## config.mk

```make
export PLATFORM = sky130hd
export DESIGN_NAME = lcd_mode_and_line_timer_unit_flat
export DESIGN_NICKNAME = d
export VERILOG_FILES = /design/src/hdl/lmlt_pkg.sv /design/src/hdl/lmlt_if.sv /design/src/hdl/lcd_mode_and_line_timer_unit.sv /design/src/hdl/lmlt_mode_ctr.sv /design/src/hdl/lmlt_line_ctr.sv /design/src/flat_wrapper.sv
export SDC_FILE = /design/constraint.sdc
export NUM_CORES = 1
export LEC_CHECK = 0
export ABC_AREA = 1
export BUFFER_PORTS_ARGS = -buffer_cell sky130_fd_sc_hd__buf_4
export CAP_MARGIN = 10
export CELL_PAD_IN_SITES_DETAIL_PLACEMENT = 0
export CELL_PAD_IN_SITES_GLOBAL_PLACEMENT = 2
export CORE_UTILIZATION = 38
export CTS_CLUSTER_SIZE = 28
export DETAILED_ROUTE_END_ITERATION = 16
export PLACE_DENSITY_LB_ADDON = 0.1
export SLEW_MARGIN = 10
export SYNTH_ARGS = -nofsm -noshare
export SYNTH_HDL_FRONTEND = slang
export SYNTH_SLANG_ARGS = --single-unit
```

## constraint.sdc

```tcl
create_clock -name clk -period 5 [get_ports clk]
set_clock_uncertainty 0.2 [all_clocks]
set_input_delay 1 -clock clk [delete_from_list [all_inputs] [get_ports clk]]
set_output_delay 1 -clock clk [all_outputs]
set_load 0.1 [all_outputs]
```

## src/hdl/lmlt_pkg.sv

```systemverilog
// shared types, constants and helpers for the lcd mode and line timer
`timescale 1ns / 1ps
`default_nettype none
package lmlt_pkg;

  typedef enum logic [1:0] {
    MODE_HBLANK = 2'd0,
    MODE_VBLANK = 2'd1,
    MODE_OAM    = 2'd2,
    MODE_DRAW   = 2'd3
  } mode_t;

  typedef enum logic [1:0] {
    CFG_DISP_ON      = 2'd0,
    CFG_COMPARE_LINE = 2'd1,
    CFG_STAT_ENABLES = 2'd2,
    CFG_UNUSED       = 2'd3
  } cfg_idx_t;

  localparam int CFG_DATA_W     = 8;
  localparam int MODE_ELAPSED_W = 13;

  localparam logic [7:0] LAST_LINE    = 8'd153;
  localparam logic [7:0] VBLANK_LINE  = 8'd144;
  localparam logic [7:0] LAST_VISIBLE = 8'd143;

  // stat enable bit positions
  localparam int STAT_EN_HBLANK = 0;
  localparam int STAT_EN_VBLANK = 1;
  localparam int STAT_EN_OAM    = 2;
  localparam int STAT_EN_COIN   = 3;

  typedef struct packed {
    mode_t mode;
    logic  stat_req;
  } mode_evt_t;

  typedef struct packed {
    logic [7:0] line;
    logic       coincidence;
    logic       stat_req;
    logic       vblank_irq;
    logic       render_valid;
    logic [7:0] rendered_line;
    logic       frame_start;
  } line_evt_t;

  function automatic logic [MODE_ELAPSED_W-1:0] period_len(input mode_t m);
    logic [MODE_ELAPSED_W-1:0] len;
    case (m)
      MODE_HBLANK: len = 13'd204;
      MODE_VBLANK: len = 13'd4560;
      MODE_OAM:    len = 13'd80;
      MODE_DRAW:   len = 13'd172;
      default:     len = 13'd80;
    endcase
    return len;
  endfunction

endpackage
`default_nettype wire

```

## src/hdl/lmlt_if.sv

```systemverilog
// request channel interfaces for the lcd mode and line timer
`timescale 1ns / 1ps
`default_nettype none
interface lmlt_in_if;
  logic       valid;
  logic       ready;
  logic [5:0] cycles;

  modport source (output valid, output cycles, input ready);
  modport sink (input valid, input cycles, output ready);
endinterface

interface lmlt_out_if;
  logic       valid;
  logic       ready;
  logic [1:0] mode;
  logic [7:0] line;
  logic       coincidence;
  logic       stat_irq;
  logic       vblank_irq;
  logic       render_valid;
  logic [7:0] rendered_line;
  logic       frame_start;

  modport source (output valid, output mode, output line, output coincidence,
                  output stat_irq, output vblank_irq, output render_valid,
                  output rendered_line, output frame_start, input ready);
  modport sink (input valid, input mode, input line, input coincidence,
                input stat_irq, input vblank_irq, input render_valid,
                input rendered_line, input frame_start, output ready);
endinterface
`default_nettype wire

```

## src/hdl/lcd_mode_and_line_timer_unit.sv

```systemverilog
// top level of the lcd mode and line timer: request registers and counters
`timescale 1ns / 1ps
`default_nettype none
//
// channel    | dir | fields
// -----------+-----+----------------------------------------------------------
// in_chan    | in  | cycles[5:0]
// out_chan   | out | mode, line, coincidence, stat_irq, vblank_irq,
//            |     | render_valid, rendered_line, frame_start
// cfg_*      | in  | cfg_we, cfg_index[1:0], cfg_wdata[7:0]
//
// one request per clock sustained while out_chan does not stall; an accepted
// request is loaded into the input register, then the counter update loads the
// result register, which offers the result on out_chan
// the counters compute their next state combinationally, so back-to-back requests chain directly
// a stall at out_chan holds the result register and then the input register;
// in_chan is ready while the input register is empty or can move on
// synchronous active-low reset puts mode in oam search, counters to zero
//
module lcd_mode_and_line_timer_unit #(
  parameter int LINE_CYCLES = 456,
  parameter int MAX_STEP    = 32
) (
  input  logic                                   clk,
  input  logic                                   rst_n,
  lmlt_in_if.sink                                in_chan,
  lmlt_out_if.source                             out_chan,
  input  logic                                   cfg_we,
  input  lmlt_pkg::cfg_idx_t                     cfg_index,
  input  logic [lmlt_pkg::CFG_DATA_W-1:0]        cfg_wdata
);
  import lmlt_pkg::*;

  // step width holds MAX_STEP itself; line surplus stays below period + step
  localparam int STEP_W = $clog2(MAX_STEP + 1);
  localparam int LE_W   = $clog2(LINE_CYCLES + MAX_STEP);

  // configuration registers
  logic       disp_on_r;
  logic [7:0] compare_line_r;
  logic [3:0] stat_en_r;

  always_ff @(posedge clk) begin
    if (!rst_n) begin
      disp_on_r      <= 1'b0;
      compare_line_r <= '0;
      stat_en_r      <= '0;
    end else if (cfg_we) begin
      case (cfg_index)
        CFG_DISP_ON:      disp_on_r      <= cfg_wdata[0];
        CFG_COMPARE_LINE: compare_line_r <= cfg_wdata[7:0];
        CFG_STAT_ENABLES: stat_en_r      <= cfg_wdata[3:0];
        default: ;
      endcase
    end
  end

  // handshake control
  logic              s1_valid_r, s1_valid_nxt;
  logic [STEP_W-1:0] s1_cyc_r;
  logic [STEP_W-1:0] cyc_sat;
  logic              out_valid_r, out_valid_nxt;
  logic              advance;
  logic              in_take;
  logic              proc;

  assign advance = !out_valid_r || out_chan.ready;
  assign proc    = s1_valid_r && advance;
  assign in_chan.ready = !s1_valid_r || advance;
  assign in_take = in_chan.valid && in_chan.ready;

  // oversized steps clip to MAX_STEP before they are registered
  assign cyc_sat = ({26'd0, in_chan.cycles} > 32'(MAX_STEP)) ?
                   STEP_W'(MAX_STEP) : STEP_W'(in_chan.cycles);

  assign s1_valid_nxt  = in_take || (s1_valid_r && !advance);
  assign out_valid_nxt = advance ? s1_valid_r : out_valid_r;

  always_ff @(posedge clk) begin
    if (!rst_n) begin
      s1_valid_r  <= 1'b0;
      out_valid_r <= 1'b0;
    end else begin
      s1_valid_r  <= s1_valid_nxt;
      out_valid_r <= out_valid_nxt;
    end
  end

  always_ff @(posedge clk) begin
    if (in_take) begin
      s1_cyc_r <= cyc_sat;
    end
  end

  // counters: mode check sees the line from before this request's line step
  mode_evt_t  mode_evt;
  line_evt_t  line_evt;
  logic [7:0] line_cur;

  lmlt_mode_ctr #(
    .STEP_W (STEP_W)
  ) u_mode (
    .clk      (clk),
    .rst_n    (rst_n),
    .step_en  (proc),
    .step_cyc (s1_cyc_r),
    .line_cur (line_cur),
    .stat_en  (stat_en_r),
    .mode_evt (mode_evt)
  );

  lmlt_line_ctr #(
    .LINE_CYCLES (LINE_CYCLES),
    .STEP_W      (STEP_W),
    .LE_W        (LE_W)
  ) u_line (
    .clk          (clk),
    .rst_n        (rst_n),
    .step_en      (proc),
    .step_cyc     (s1_cyc_r),
    .disp_on      (disp_on_r),
    .compare_line (compare_line_r),
    .coin_irq_en  (stat_en_r[STAT_EN_COIN]),
    .line_cur     (line_cur),
    .line_evt     (line_evt)
  );

  // result register
  mode_t     res_mode_r;
  line_evt_t res_line_r;
  logic      res_stat_r;

  always_ff @(posedge clk) begin
    if (proc) begin
      res_mode_r <= mode_evt.mode;
      res_line_r <= line_evt;
      res_stat_r <= mode_evt.stat_req | line_evt.stat_req;
    end
  end

  assign out_chan.valid         = out_valid_r;
  assign out_chan.mode          = res_mode_r;
  assign out_chan.line          = res_line_r.line;
  assign out_chan.coincidence   = res_line_r.coincidence;
  assign out_chan.stat_irq      = res_stat_r;
  assign out_chan.vblank_irq    = res_line_r.vblank_irq;
  assign out_chan.render_valid  = res_line_r.render_valid;
  assign out_chan.rendered_line = res_line_r.rendered_line;
  assign out_chan.frame_start   = res_line_r.frame_start;

  // a waiting request is held, not dropped, while the result side stalls
  a_s1_held: assert property (@(posedge clk) disable iff (!rst_n)
    s1_valid_r && !advance |=> s1_valid_r && $stable(s1_cyc_r))
    else $error("input request lost during stall");

  a_wrap_exclusive: assert property (@(posedge clk) disable iff (!rst_n)
    out_valid_r |-> !(res_line_r.frame_start &&
                      (res_line_r.vblank_irq || res_line_r.render_valid)))
    else $error("frame start together with a line step event");

  a_render_visible: assert property (@(posedge clk) disable iff (!rst_n)
    out_valid_r && res_line_r.render_valid |-> res_line_r.rendered_line < VBLANK_LINE)
    else $error("render of a non-visible line");

  a_vblank_line: assert property (@(posedge clk) disable iff (!rst_n)
    out_valid_r && res_line_r.vblank_irq |-> res_line_r.line == VBLANK_LINE)
    else $error("vblank request off the vblank line");

endmodule
`default_nettype wire

```

## src/hdl/lmlt_mode_ctr.sv

```systemverilog
// display mode period counter and mode sequencer
`timescale 1ns / 1ps
`default_nettype none
module lmlt_mode_ctr #(
  parameter int STEP_W = 6
) (
  input  logic                   clk,
  input  logic                   rst_n,
  input  logic                   step_en,
  input  logic [STEP_W-1:0]      step_cyc,
  input  logic [7:0]             line_cur,
  input  logic [3:0]             stat_en,
  output lmlt_pkg::mode_evt_t    mode_evt
);
  import lmlt_pkg::*;

  mode_t                     mode_r, mode_nxt;
  logic [MODE_ELAPSED_W-1:0] elapsed_r, elapsed_nxt;
  logic [MODE_ELAPSED_W-1:0] sum;
  logic [MODE_ELAPSED_W-1:0] len;
  logic                      stat_req;

  always_comb begin
    sum         = elapsed_r + MODE_ELAPSED_W'(step_cyc);
    len         = period_len(mode_r);
    mode_nxt    = mode_r;
    elapsed_nxt = sum;
    stat_req    = 1'b0;
    if (sum >= len) begin
      elapsed_nxt = sum - len;
      case (mode_r)
        MODE_OAM: begin
          mode_nxt = MODE_DRAW;
        end
        MODE_DRAW: begin
          mode_nxt = MODE_HBLANK;
          stat_req = stat_en[STAT_EN_HBLANK];
        end
        MODE_HBLANK: begin
          if (line_cur == LAST_VISIBLE) begin
            mode_nxt = MODE_VBLANK;
            stat_req = stat_en[STAT_EN_VBLANK];
          end else begin
            mode_nxt = MODE_OAM;
            stat_req = stat_en[STAT_EN_OAM];
          end
        end
        default: begin
          mode_nxt = MODE_OAM;
          stat_req = stat_en[STAT_EN_OAM];
        end
      endcase
    end
  end

  always_ff @(posedge clk) begin
    if (!rst_n) begin
      mode_r    <= MODE_OAM;
      elapsed_r <= '0;
    end else if (step_en) begin
      mode_r    <= mode_nxt;
      elapsed_r <= elapsed_nxt;
    end
  end

  assign mode_evt.mode     = mode_nxt;
  assign mode_evt.stat_req = stat_req;

  // carried surplus always stays below the current period
  a_elapsed_in_period: assert property (@(posedge clk) disable iff (!rst_n)
    elapsed_r < period_len(mode_r))
    else $error("mode elapsed count beyond its period");

endmodule
`default_nettype wire

```

## src/hdl/lmlt_line_ctr.sv

```systemverilog
// line period counter, line register and coincidence compare
`timescale 1ns / 1ps
`default_nettype none
module lmlt_line_ctr #(
  parameter int LINE_CYCLES = 456,
  parameter int STEP_W      = 6,
  parameter int LE_W        = 9
) (
  input  logic                clk,
  input  logic                rst_n,
  input  logic                step_en,
  input  logic [STEP_W-1:0]   step_cyc,
  input  logic                disp_on,
  input  logic [7:0]          compare_line,
  input  logic                coin_irq_en,
  output logic [7:0]          line_cur,
  output lmlt_pkg::line_evt_t line_evt
);
  import lmlt_pkg::*;

  logic [LE_W-1:0] elapsed_r, elapsed_nxt;
  logic [LE_W-1:0] sum;
  logic [7:0]      line_r, line_nxt;
  logic            coin_r, coin_nxt;
  logic            stat_req, vblank_irq, render_valid, frame_start;
  logic [7:0]      rendered_line;

  always_comb begin
    sum           = elapsed_r + LE_W'(step_cyc);
    elapsed_nxt   = sum;
    line_nxt      = line_r;
    coin_nxt      = coin_r;
    stat_req      = 1'b0;
    vblank_irq    = 1'b0;
    render_valid  = 1'b0;
    rendered_line = '0;
    frame_start   = 1'b0;
    if (sum >= LE_W'(LINE_CYCLES)) begin
      elapsed_nxt = sum - LE_W'(LINE_CYCLES);
      if (disp_on) begin
        if (line_r == LAST_LINE) begin
          line_nxt    = '0;
          frame_start = 1'b1;
        end else begin
          if (line_r < VBLANK_LINE) begin
            render_valid  = 1'b1;
            rendered_line = line_r;
          end
          coin_nxt   = (line_r == compare_line);
          stat_req   = coin_nxt & coin_irq_en;
          line_nxt   = line_r + 8'd1;
          vblank_irq = (line_nxt == VBLANK_LINE);
        end
      end
    end
  end

  always_ff @(posedge clk) begin
    if (!rst_n) begin
      elapsed_r <= '0;
      line_r    <= '0;
      coin_r    <= 1'b0;
    end else if (step_en) begin
      elapsed_r <= elapsed_nxt;
      line_r    <= line_nxt;
      coin_r    <= coin_nxt;
    end
  end

  assign line_cur                = line_r;
  assign line_evt.line           = line_nxt;
  assign line_evt.coincidence    = coin_nxt;
  assign line_evt.stat_req       = stat_req;
  assign line_evt.vblank_irq     = vblank_irq;
  assign line_evt.render_valid   = render_valid;
  assign line_evt.rendered_line  = rendered_line;
  assign line_evt.frame_start    = frame_start;

  a_elapsed_in_line: assert property (@(posedge clk) disable iff (!rst_n)
    elapsed_r < LE_W'(LINE_CYCLES))
    else $error("line elapsed count beyond line period");

  a_line_frozen_disabled: assert property (@(posedge clk) disable iff (!rst_n)
    !disp_on |=> $stable(line_r) && $stable(coin_r))
    else $error("line moved while display disabled");

endmodule
`default_nettype wire

```

## src/flat_wrapper.sv

```systemverilog
// flat-port wrapper written by rule: the top's interface ports become plain ports
module lcd_mode_and_line_timer_unit_flat import lmlt_pkg::*;
#(
  parameter int LINE_CYCLES = 456,
  parameter int MAX_STEP    = 32
)
  (clk, rst_n, cfg_we, cfg_index, cfg_wdata, in_chan_valid, in_chan_cycles, in_chan_ready, out_chan_valid, out_chan_mode, out_chan_line, out_chan_coincidence, out_chan_stat_irq, out_chan_vblank_irq, out_chan_render_valid, out_chan_rendered_line, out_chan_frame_start, out_chan_ready);
  lmlt_in_if in_chan_i ();
  lmlt_out_if out_chan_i ();
  input  logic clk;
  input  logic rst_n;
  input  logic cfg_we;
  input  lmlt_pkg::cfg_idx_t cfg_index;
  input  logic [lmlt_pkg::CFG_DATA_W-1:0] cfg_wdata;
  input wire logic [$bits(in_chan_i.valid)-1:0] in_chan_valid;
  input wire logic [$bits(in_chan_i.cycles)-1:0] in_chan_cycles;
  output wire logic [$bits(in_chan_i.ready)-1:0] in_chan_ready;
  output wire logic [$bits(out_chan_i.valid)-1:0] out_chan_valid;
  output wire logic [$bits(out_chan_i.mode)-1:0] out_chan_mode;
  output wire logic [$bits(out_chan_i.line)-1:0] out_chan_line;
  output wire logic [$bits(out_chan_i.coincidence)-1:0] out_chan_coincidence;
  output wire logic [$bits(out_chan_i.stat_irq)-1:0] out_chan_stat_irq;
  output wire logic [$bits(out_chan_i.vblank_irq)-1:0] out_chan_vblank_irq;
  output wire logic [$bits(out_chan_i.render_valid)-1:0] out_chan_render_valid;
  output wire logic [$bits(out_chan_i.rendered_line)-1:0] out_chan_rendered_line;
  output wire logic [$bits(out_chan_i.frame_start)-1:0] out_chan_frame_start;
  input wire logic [$bits(out_chan_i.ready)-1:0] out_chan_ready;
  assign in_chan_i.valid = in_chan_valid;
  assign in_chan_i.cycles = in_chan_cycles;
  assign in_chan_ready = in_chan_i.ready;
  assign out_chan_valid = out_chan_i.valid;
  assign out_chan_mode = out_chan_i.mode;
  assign out_chan_line = out_chan_i.line;
  assign out_chan_coincidence = out_chan_i.coincidence;
  assign out_chan_stat_irq = out_chan_i.stat_irq;
  assign out_chan_vblank_irq = out_chan_i.vblank_irq;
  assign out_chan_render_valid = out_chan_i.render_valid;
  assign out_chan_rendered_line = out_chan_i.rendered_line;
  assign out_chan_frame_start = out_chan_i.frame_start;
  assign out_chan_i.ready = out_chan_ready;
  lcd_mode_and_line_timer_unit #(.LINE_CYCLES(LINE_CYCLES), .MAX_STEP(MAX_STEP)) u_core (.clk(clk), .rst_n(rst_n), .in_chan(in_chan_i), .out_chan(out_chan_i), .cfg_we(cfg_we), .cfg_index(cfg_index), .cfg_wdata(cfg_wdata));
endmodule
```

Word-level counts from Yosys, hierarchy flattened --
Cells that the tools add are included.
Cells by class: $add $sub $neg 5, bitwise logic cells 5, reduce and logical (&&, ||, !) cells 17, magnitude comparators 4, muxes and demuxes 20, equality and inequality tests 9
Operators by type and width (number):
- 13-bit one-hot mux with 4 select lines | 1
- 8-bit equality test (second input constant) | 3
- 8-bit two-way mux | 3
- 13-bit by 6-bit adder with 13-bit output | 1
- 13-bit >= comparator | 1
- 13-bit two-way mux | 1
- 13-bit subtractor | 1
- 1-bit two-way mux | 10
- 9-bit by 6-bit adder with 9-bit output | 1
- 9-bit >= comparator (second input constant) | 1
- 9-bit two-way mux | 1
- 9-bit subtractor (second input constant) | 1
- 8-bit by 1-bit adder with 8-bit output (second input constant) | 1
- 8-bit equality test | 1
- 8-bit less-than comparator (second input constant) | 1
- 2-bit AND reduction | 4
- 2-bit equality test (second input constant) | 3
- 6-bit greater-than comparator (second input constant) | 1
- 2-bit one-hot mux with 3 select lines | 1
- 2-bit by 1-bit equality test with 1-bit output (second input constant) | 2
- 2-bit logical NOT | 2
- 2-bit two-way mux | 2
- 4-bit OR reduction | 1
- 1-bit logical AND | 3
- 7 further kinds | 13
Word-level totals: output and inout port bits 25, word-level logic and storage cells 79, flip-flop bits (word level) 77

Depth between registers and ports, before layout --
depth after elaboration 6, gate-level depth with buffers 22, mapped depth without buffers 22

By module --
Synthesis repeated with hierarchy kept, for this count alone.
Second synthesis, totals: cell total of the unflattened synthesis 721, area, all modules 5308.8 µm²
Modules (own cells, without submodules):
- lmlt_mode_ctr | area an instance 1908.1 µm², instances 1, cells an instance 293
- lmlt_line_ctr | area an instance 1873.0 µm², instances 1, cells an instance 309
- lcd_mode_and_line_timer_unit | area an instance 1527.7 µm², instances 1, cells an instance 119

Least setup slack after synthesis --
No wires, ideal clock.
kind reg2reg, from register u_core.s1_cyc_r[0], to register u_core.res_stat_r, in the netlist u_core.out_chan.stat_irq, data pin, clock period less this slack 3.368 ns, required time 4.547 ns, library setup time 0.253 ns, slack 1.632 ns, data arrival time 2.915 ns, cell stages (with the launch flop) 18, path through edfxtp_1 > ha_1 > fa_1 > a21oi_1 > xor2_1 > inv_1 > ha_1 > nand2_1 > a21oi_1 > a211oi_1 > nand2_1 > nor2_1 > nand2_1 > nand2_1 > nand3_4 > buf_6 > nand2_1 > nand2_1
Between the ends: longest elaborated chain between the ends 4, elaborated cells between the ends (all ways) 7
RTL lines:
- from (decl) | RTL line lcd_mode_and_line_timer_unit.sv:60 | logic [STEP_W-1:0] s1_cyc_r;
- from (signal assigned) | RTL line lcd_mode_and_line_timer_unit.sv:91 | s1_cyc_r <= cyc_sat;
- 13-bit by 6-bit adder with 13-bit output / 9-bit by 6-bit adder with 9-bit output (equally long branches) | RTL line lmlt_mode_ctr.sv:24, lmlt_line_ctr.sv:29
- 13-bit >= comparator / 9-bit >= comparator (equally long branches) | RTL line lmlt_mode_ctr.sv:29, lmlt_line_ctr.sv:38
- 1-bit two-way mux (on tied branches) | RTL line lmlt_mode_ctr.sv:29, lmlt_line_ctr.sv:38
- 1-bit OR * | RTL line lcd_mode_and_line_timer_unit.sv:137 | res_stat_r <= mode_evt.stat_req | line_evt.stat_req;
- to (signal assigned) | RTL line lcd_mode_and_line_timer_unit.sv:137
- to (decl) | RTL line lcd_mode_and_line_timer_unit.sv:131 | logic res_stat_r;
Mark *: on every way between the ends. The rest lies on a longest branch, timed or not. A chain may end at the register's enable or synchronous reset.

==> impl_metrics.tcl <==
set metrics [dict create \
    fin_crit_sh_pct 77.71 \
    detail_route.drc_violations 0 \
    synth.area.mux_share_pct 0 \
    ys_warn_count 0 \
    pre_repair_dr_iteration_count 4 \
    diodes 0 \
    timing.final.hold_violations 0 \
    synth-async-reset-ratio_pct 0 \
    status "finished, final reports clean" \
    timing.slew.headroom_pct 45.60 \
    grt_remaining_overflow 0 \
    layoutNonFillerInstCount 888 \
    syn-num-nets 723 \
    pin_count_of_the_biggest_net_entering_global_routing 41 \
    startpoint_to_endpoint_class_of_the_critical_path "flop to flop" \
    total_standard_cell_area_after_synthesis_mm2 0.004995 \
    setup_violations 0 \
    worst_pin_slew_ns 0.8097 \
    cts_setup_buffers 0 \
    hold_path.class "flop to flop" \
    pre_cts_slack_ns 1.124 \
    cts_sinks 77 \
    final_max_slew_viol_count 0 \
    num-fill-cells 1320 \
    synth_area_per_cell_um2 7.444 \
    synth-compound-area-share_pct 10.75 \
    fp.dieArea_mm2 0.01361 \
    design_area_mm2 0.005724 \
    row_count 41 \
    synth-xor-area-share_pct 5.787 \
    crit_path_max_fanout 18 \
    synth_sequential_area_ratio_pct 36.67 \
    drt_iter0_markers 200 \
    num_cts_buffers 9 \
    grt_util_overall_pct 18.74 \
    synth_simple_gate_area_share_pct 28.93 \
    synth.lib_cells_used.distinct 42 \
    rsz0062_at_grt "false" \
    detail_route.wl_per_cell_um 13.22 \
    clock_insertion_delay_worst_skew_ns 0.34 \
    synthesis.instances 671 \
    antenna_left 0 \
    die_w_um 116.7 \
    dp_hpwl_um 8661 \
    final_net_count 763 \
    numPlacedInstances 872 \
    cp.arrival_ns 3.78 \
    number_of_antenna_violations_at_the_first_check_in_global_routing 0 \
    place_area_mm2 0.005459 \
    max-vdd-ir-drop_uv 142.3 \
    pin_count 46 \
    die_height_um 116.7 \
    area.growth.synth_to_final_pct 14.60 \
    via_count 4232 \
    tritoncts_clock_tree "built" \
    cts.root.buffer_cell "clkbuf_16" \
    synth-edff-count 29 \
    clock_tree.buffer_depth 2 \
    post_cts_hold_buffer_count 0 \
    synth_ff_type "dfxtp_1" \
    yosys_register_bits 77 \
    synth_fa_ha_area_share_pct 8.216 \
    setup_total_negative_slack_ns 0 \
    post_cts_resize_count 0 \
    max_cap_violations 0 \
    pwr_density_cell_mw_per_mm2 361.9 \
    count_of_buffers_inserted_at_the_top_level_ports 45 \
    final_layout_size_suffix_gt1_share_pct 14.39 \
    period_needed_ns 3.886 \
    leakage_dissipation_nw 2.702 \
    clock_tree.htree_level_count 3 \
    critical_path.endpoint_type "flop" \
    finalWorstSetupSlack_ns 1.114 \
    start_util_pct 39.26 \
    combinational_family_with_the_most_area_after_synthesis "simple AND/OR/NAND/NOR gates" \
    core_area_mm2 0.01272 \
    worst_setup_hold_path_clk_slew_ns 0.06 \
    route.detailed.vias_per_inst 4.766 \
    grt_pass1_wl_um 19440 \
    max_clock_freq_ghz 0.2574 \
    grt_pass1_vias 3948 \
    critical_path_required_ns 4.89 \
    critPathLaunchType "flop" \
    drt-total-wl_um 11740 \
    finalWeightedCongestion 0.8848 \
]
[cell type report]
type                       instances  area (um^2)  share of cell area, %
clock buffer                       9        225.2                  3.934
inverter                          96        362.8                  6.339
clock inverter                     7        40.04                 0.6995
tap                              172        215.2                  3.760
multi-input combinational        478         2681                  46.84
sequential                        77         1832                  32.00
timing repair buffer              49        367.9                  6.426
[critical path, cell delays in order, from the launching register on]
cell      delay (ns)
edfxtp_1        0.41
ha_1            0.25
fa_1            0.46
a31o_2          0.29
xor2_1          0.16
ha_1            0.36
nand2_1         0.09
o21ai_0         0.37
nand4_1         0.19
nand2_1         0.11
nor2_1          0.07
nand2_1         0.07
nand2_1         0.10
nand3_4         0.19
inv_2           0.16
nand2_1         0.10
nand2_1         0.05
[placed cells by master (no fill, tap or decap), drive strengths merged, types with 28 or more instances in the layout]
| cell type | instances |
|---|---|
| edfxtp | 29 |
| nand3 | 47 |
| buf | 49 |
| inv | 96 |
| ha | 28 |
| a21oi | 43 |
| dfxtp | 48 |
| nand2 | 156 |
| nor2 | 86 |
| o21ai | 47 |
[stage by stage]
step                util [%]  hold slack [ns]  power (mW)
global route           44.99           0.2911       2.231
CTS                    44.99           0.2739       2.094
floorplan                  -           0.2497       1.337
finish                 44.99           0.2731       2.072
detailed placement     42.91           0.2656       1.489
global placement       42.91           0.2647       1.490
[report_power, final]
part / total (mW) / leakage, nW / internal (mW) / switching [mW]
Combinational: 0.731 / 1.90 / 0.243 / 0.488
Sequential: 0.745 / 0.673 / 0.703 / 0.0424
Clock: 0.596 / 0.133 / 0.332 / 0.264
[path summary, 6_finish.rpt]
| kind | startpoint | to | slack (ns) | depth (start not counted) |
|---|---|---|---|---|
| max | u_core.s1_cyc_r[0] | u_core.out_chan.mode[0] | 1.11 | 16 |
| min | u_core.u_mode.elapsed_r[4] | u_core.u_mode.elapsed_r[4] | 0.27 | 2 |
| max reg2reg | u_core.s1_cyc_r[0] | u_core.out_chan.mode[0] | 1.11 | 16 |
| min reg2reg | u_core.u_mode.elapsed_r[4] | u_core.u_mode.elapsed_r[4] | 0.27 | 2 |
[per-layer routing]
layer,vias to the layer above,track usage (%),part of all wire [%]
li1,2257,-,-
met1,1905,24.67,50
met2,57,31.40,46
met3,13,2.491,2.0
met4,0,6.751,1.7
met5,-,0,0
[flip-flops by register name (all words and copies together), names as in the netlist, 2 cells and up]
| name | cells |
|---|---|
| u_core.compare_line_r | 8 |
| u_core.out_chan.rendered_line | 8 |
| u_core.u_line.elapsed_r | 9 |
| u_core.out_chan.mode | 2 |
| u_core.out_chan.line | 8 |
| u_core.stat_en_r | 4 |
| u_core.u_mode.mode_r | 2 |
| u_core.s1_cyc_r | 6 |
| u_core.u_line.line_cur | 8 |
| u_core.u_mode.elapsed_r | 13 |
[logic make-up after synthesis]
logic type                 Yosys count
DFF                                 77
and+or+nand+nor                    317
adders and majority gates           31
xor gates and xnor gates            30
AOI/OAI and AO/OA                  100
buffers and inverters              116
[cell usage after synthesis (2+ instances only)]
| cell type | number | area, um^2 |
|---|---|---|
| o211ai_1 | 4 | 30.03 |
| nand2_4 | 2 | 22.52 |
| nor3_1 | 9 | 45.04 |
| or2_1 | 2 | 12.51 |
| nand2_2 | 13 | 81.33 |
| xnor2_1 | 13 | 113.9 |
| inv_2 | 2 | 7.510 |
| o21ai_2 | 2 | 17.52 |
| edfxtp_1 | 29 | 870.8 |
| nand3_1 | 43 | 215.2 |
| o21ai_1 | 9 | 45.04 |
| xor2_1 | 15 | 131.4 |
| fa_1 | 3 | 60.06 |
| inv_1 | 93 | 349.1 |
| dfxtp_1 | 48 | 960.9 |
| nor2_1 | 75 | 281.5 |
| buf_6 | 4 | 45.04 |
| o21ai_0 | 36 | 180.2 |
| nor2_2 | 8 | 50.05 |
| nand3_2 | 2 | 20.02 |
| nand4_1 | 11 | 68.82 |
| nand2_1 | 141 | 529.3 |
| nor2_4 | 3 | 33.78 |
| nand3_4 | 2 | 35.03 |
| ha_1 | 28 | 350.3 |
| a21oi_1 | 43 | 215.2 |
| buf_2 | 3 | 15.01 |
| a22o_1 | 2 | 17.52 |
| clkbuf_1 | 11 | 41.29 |
| nor4_1 | 3 | 18.77 |
No activity file was read; power rests on OpenSTA's default activity.
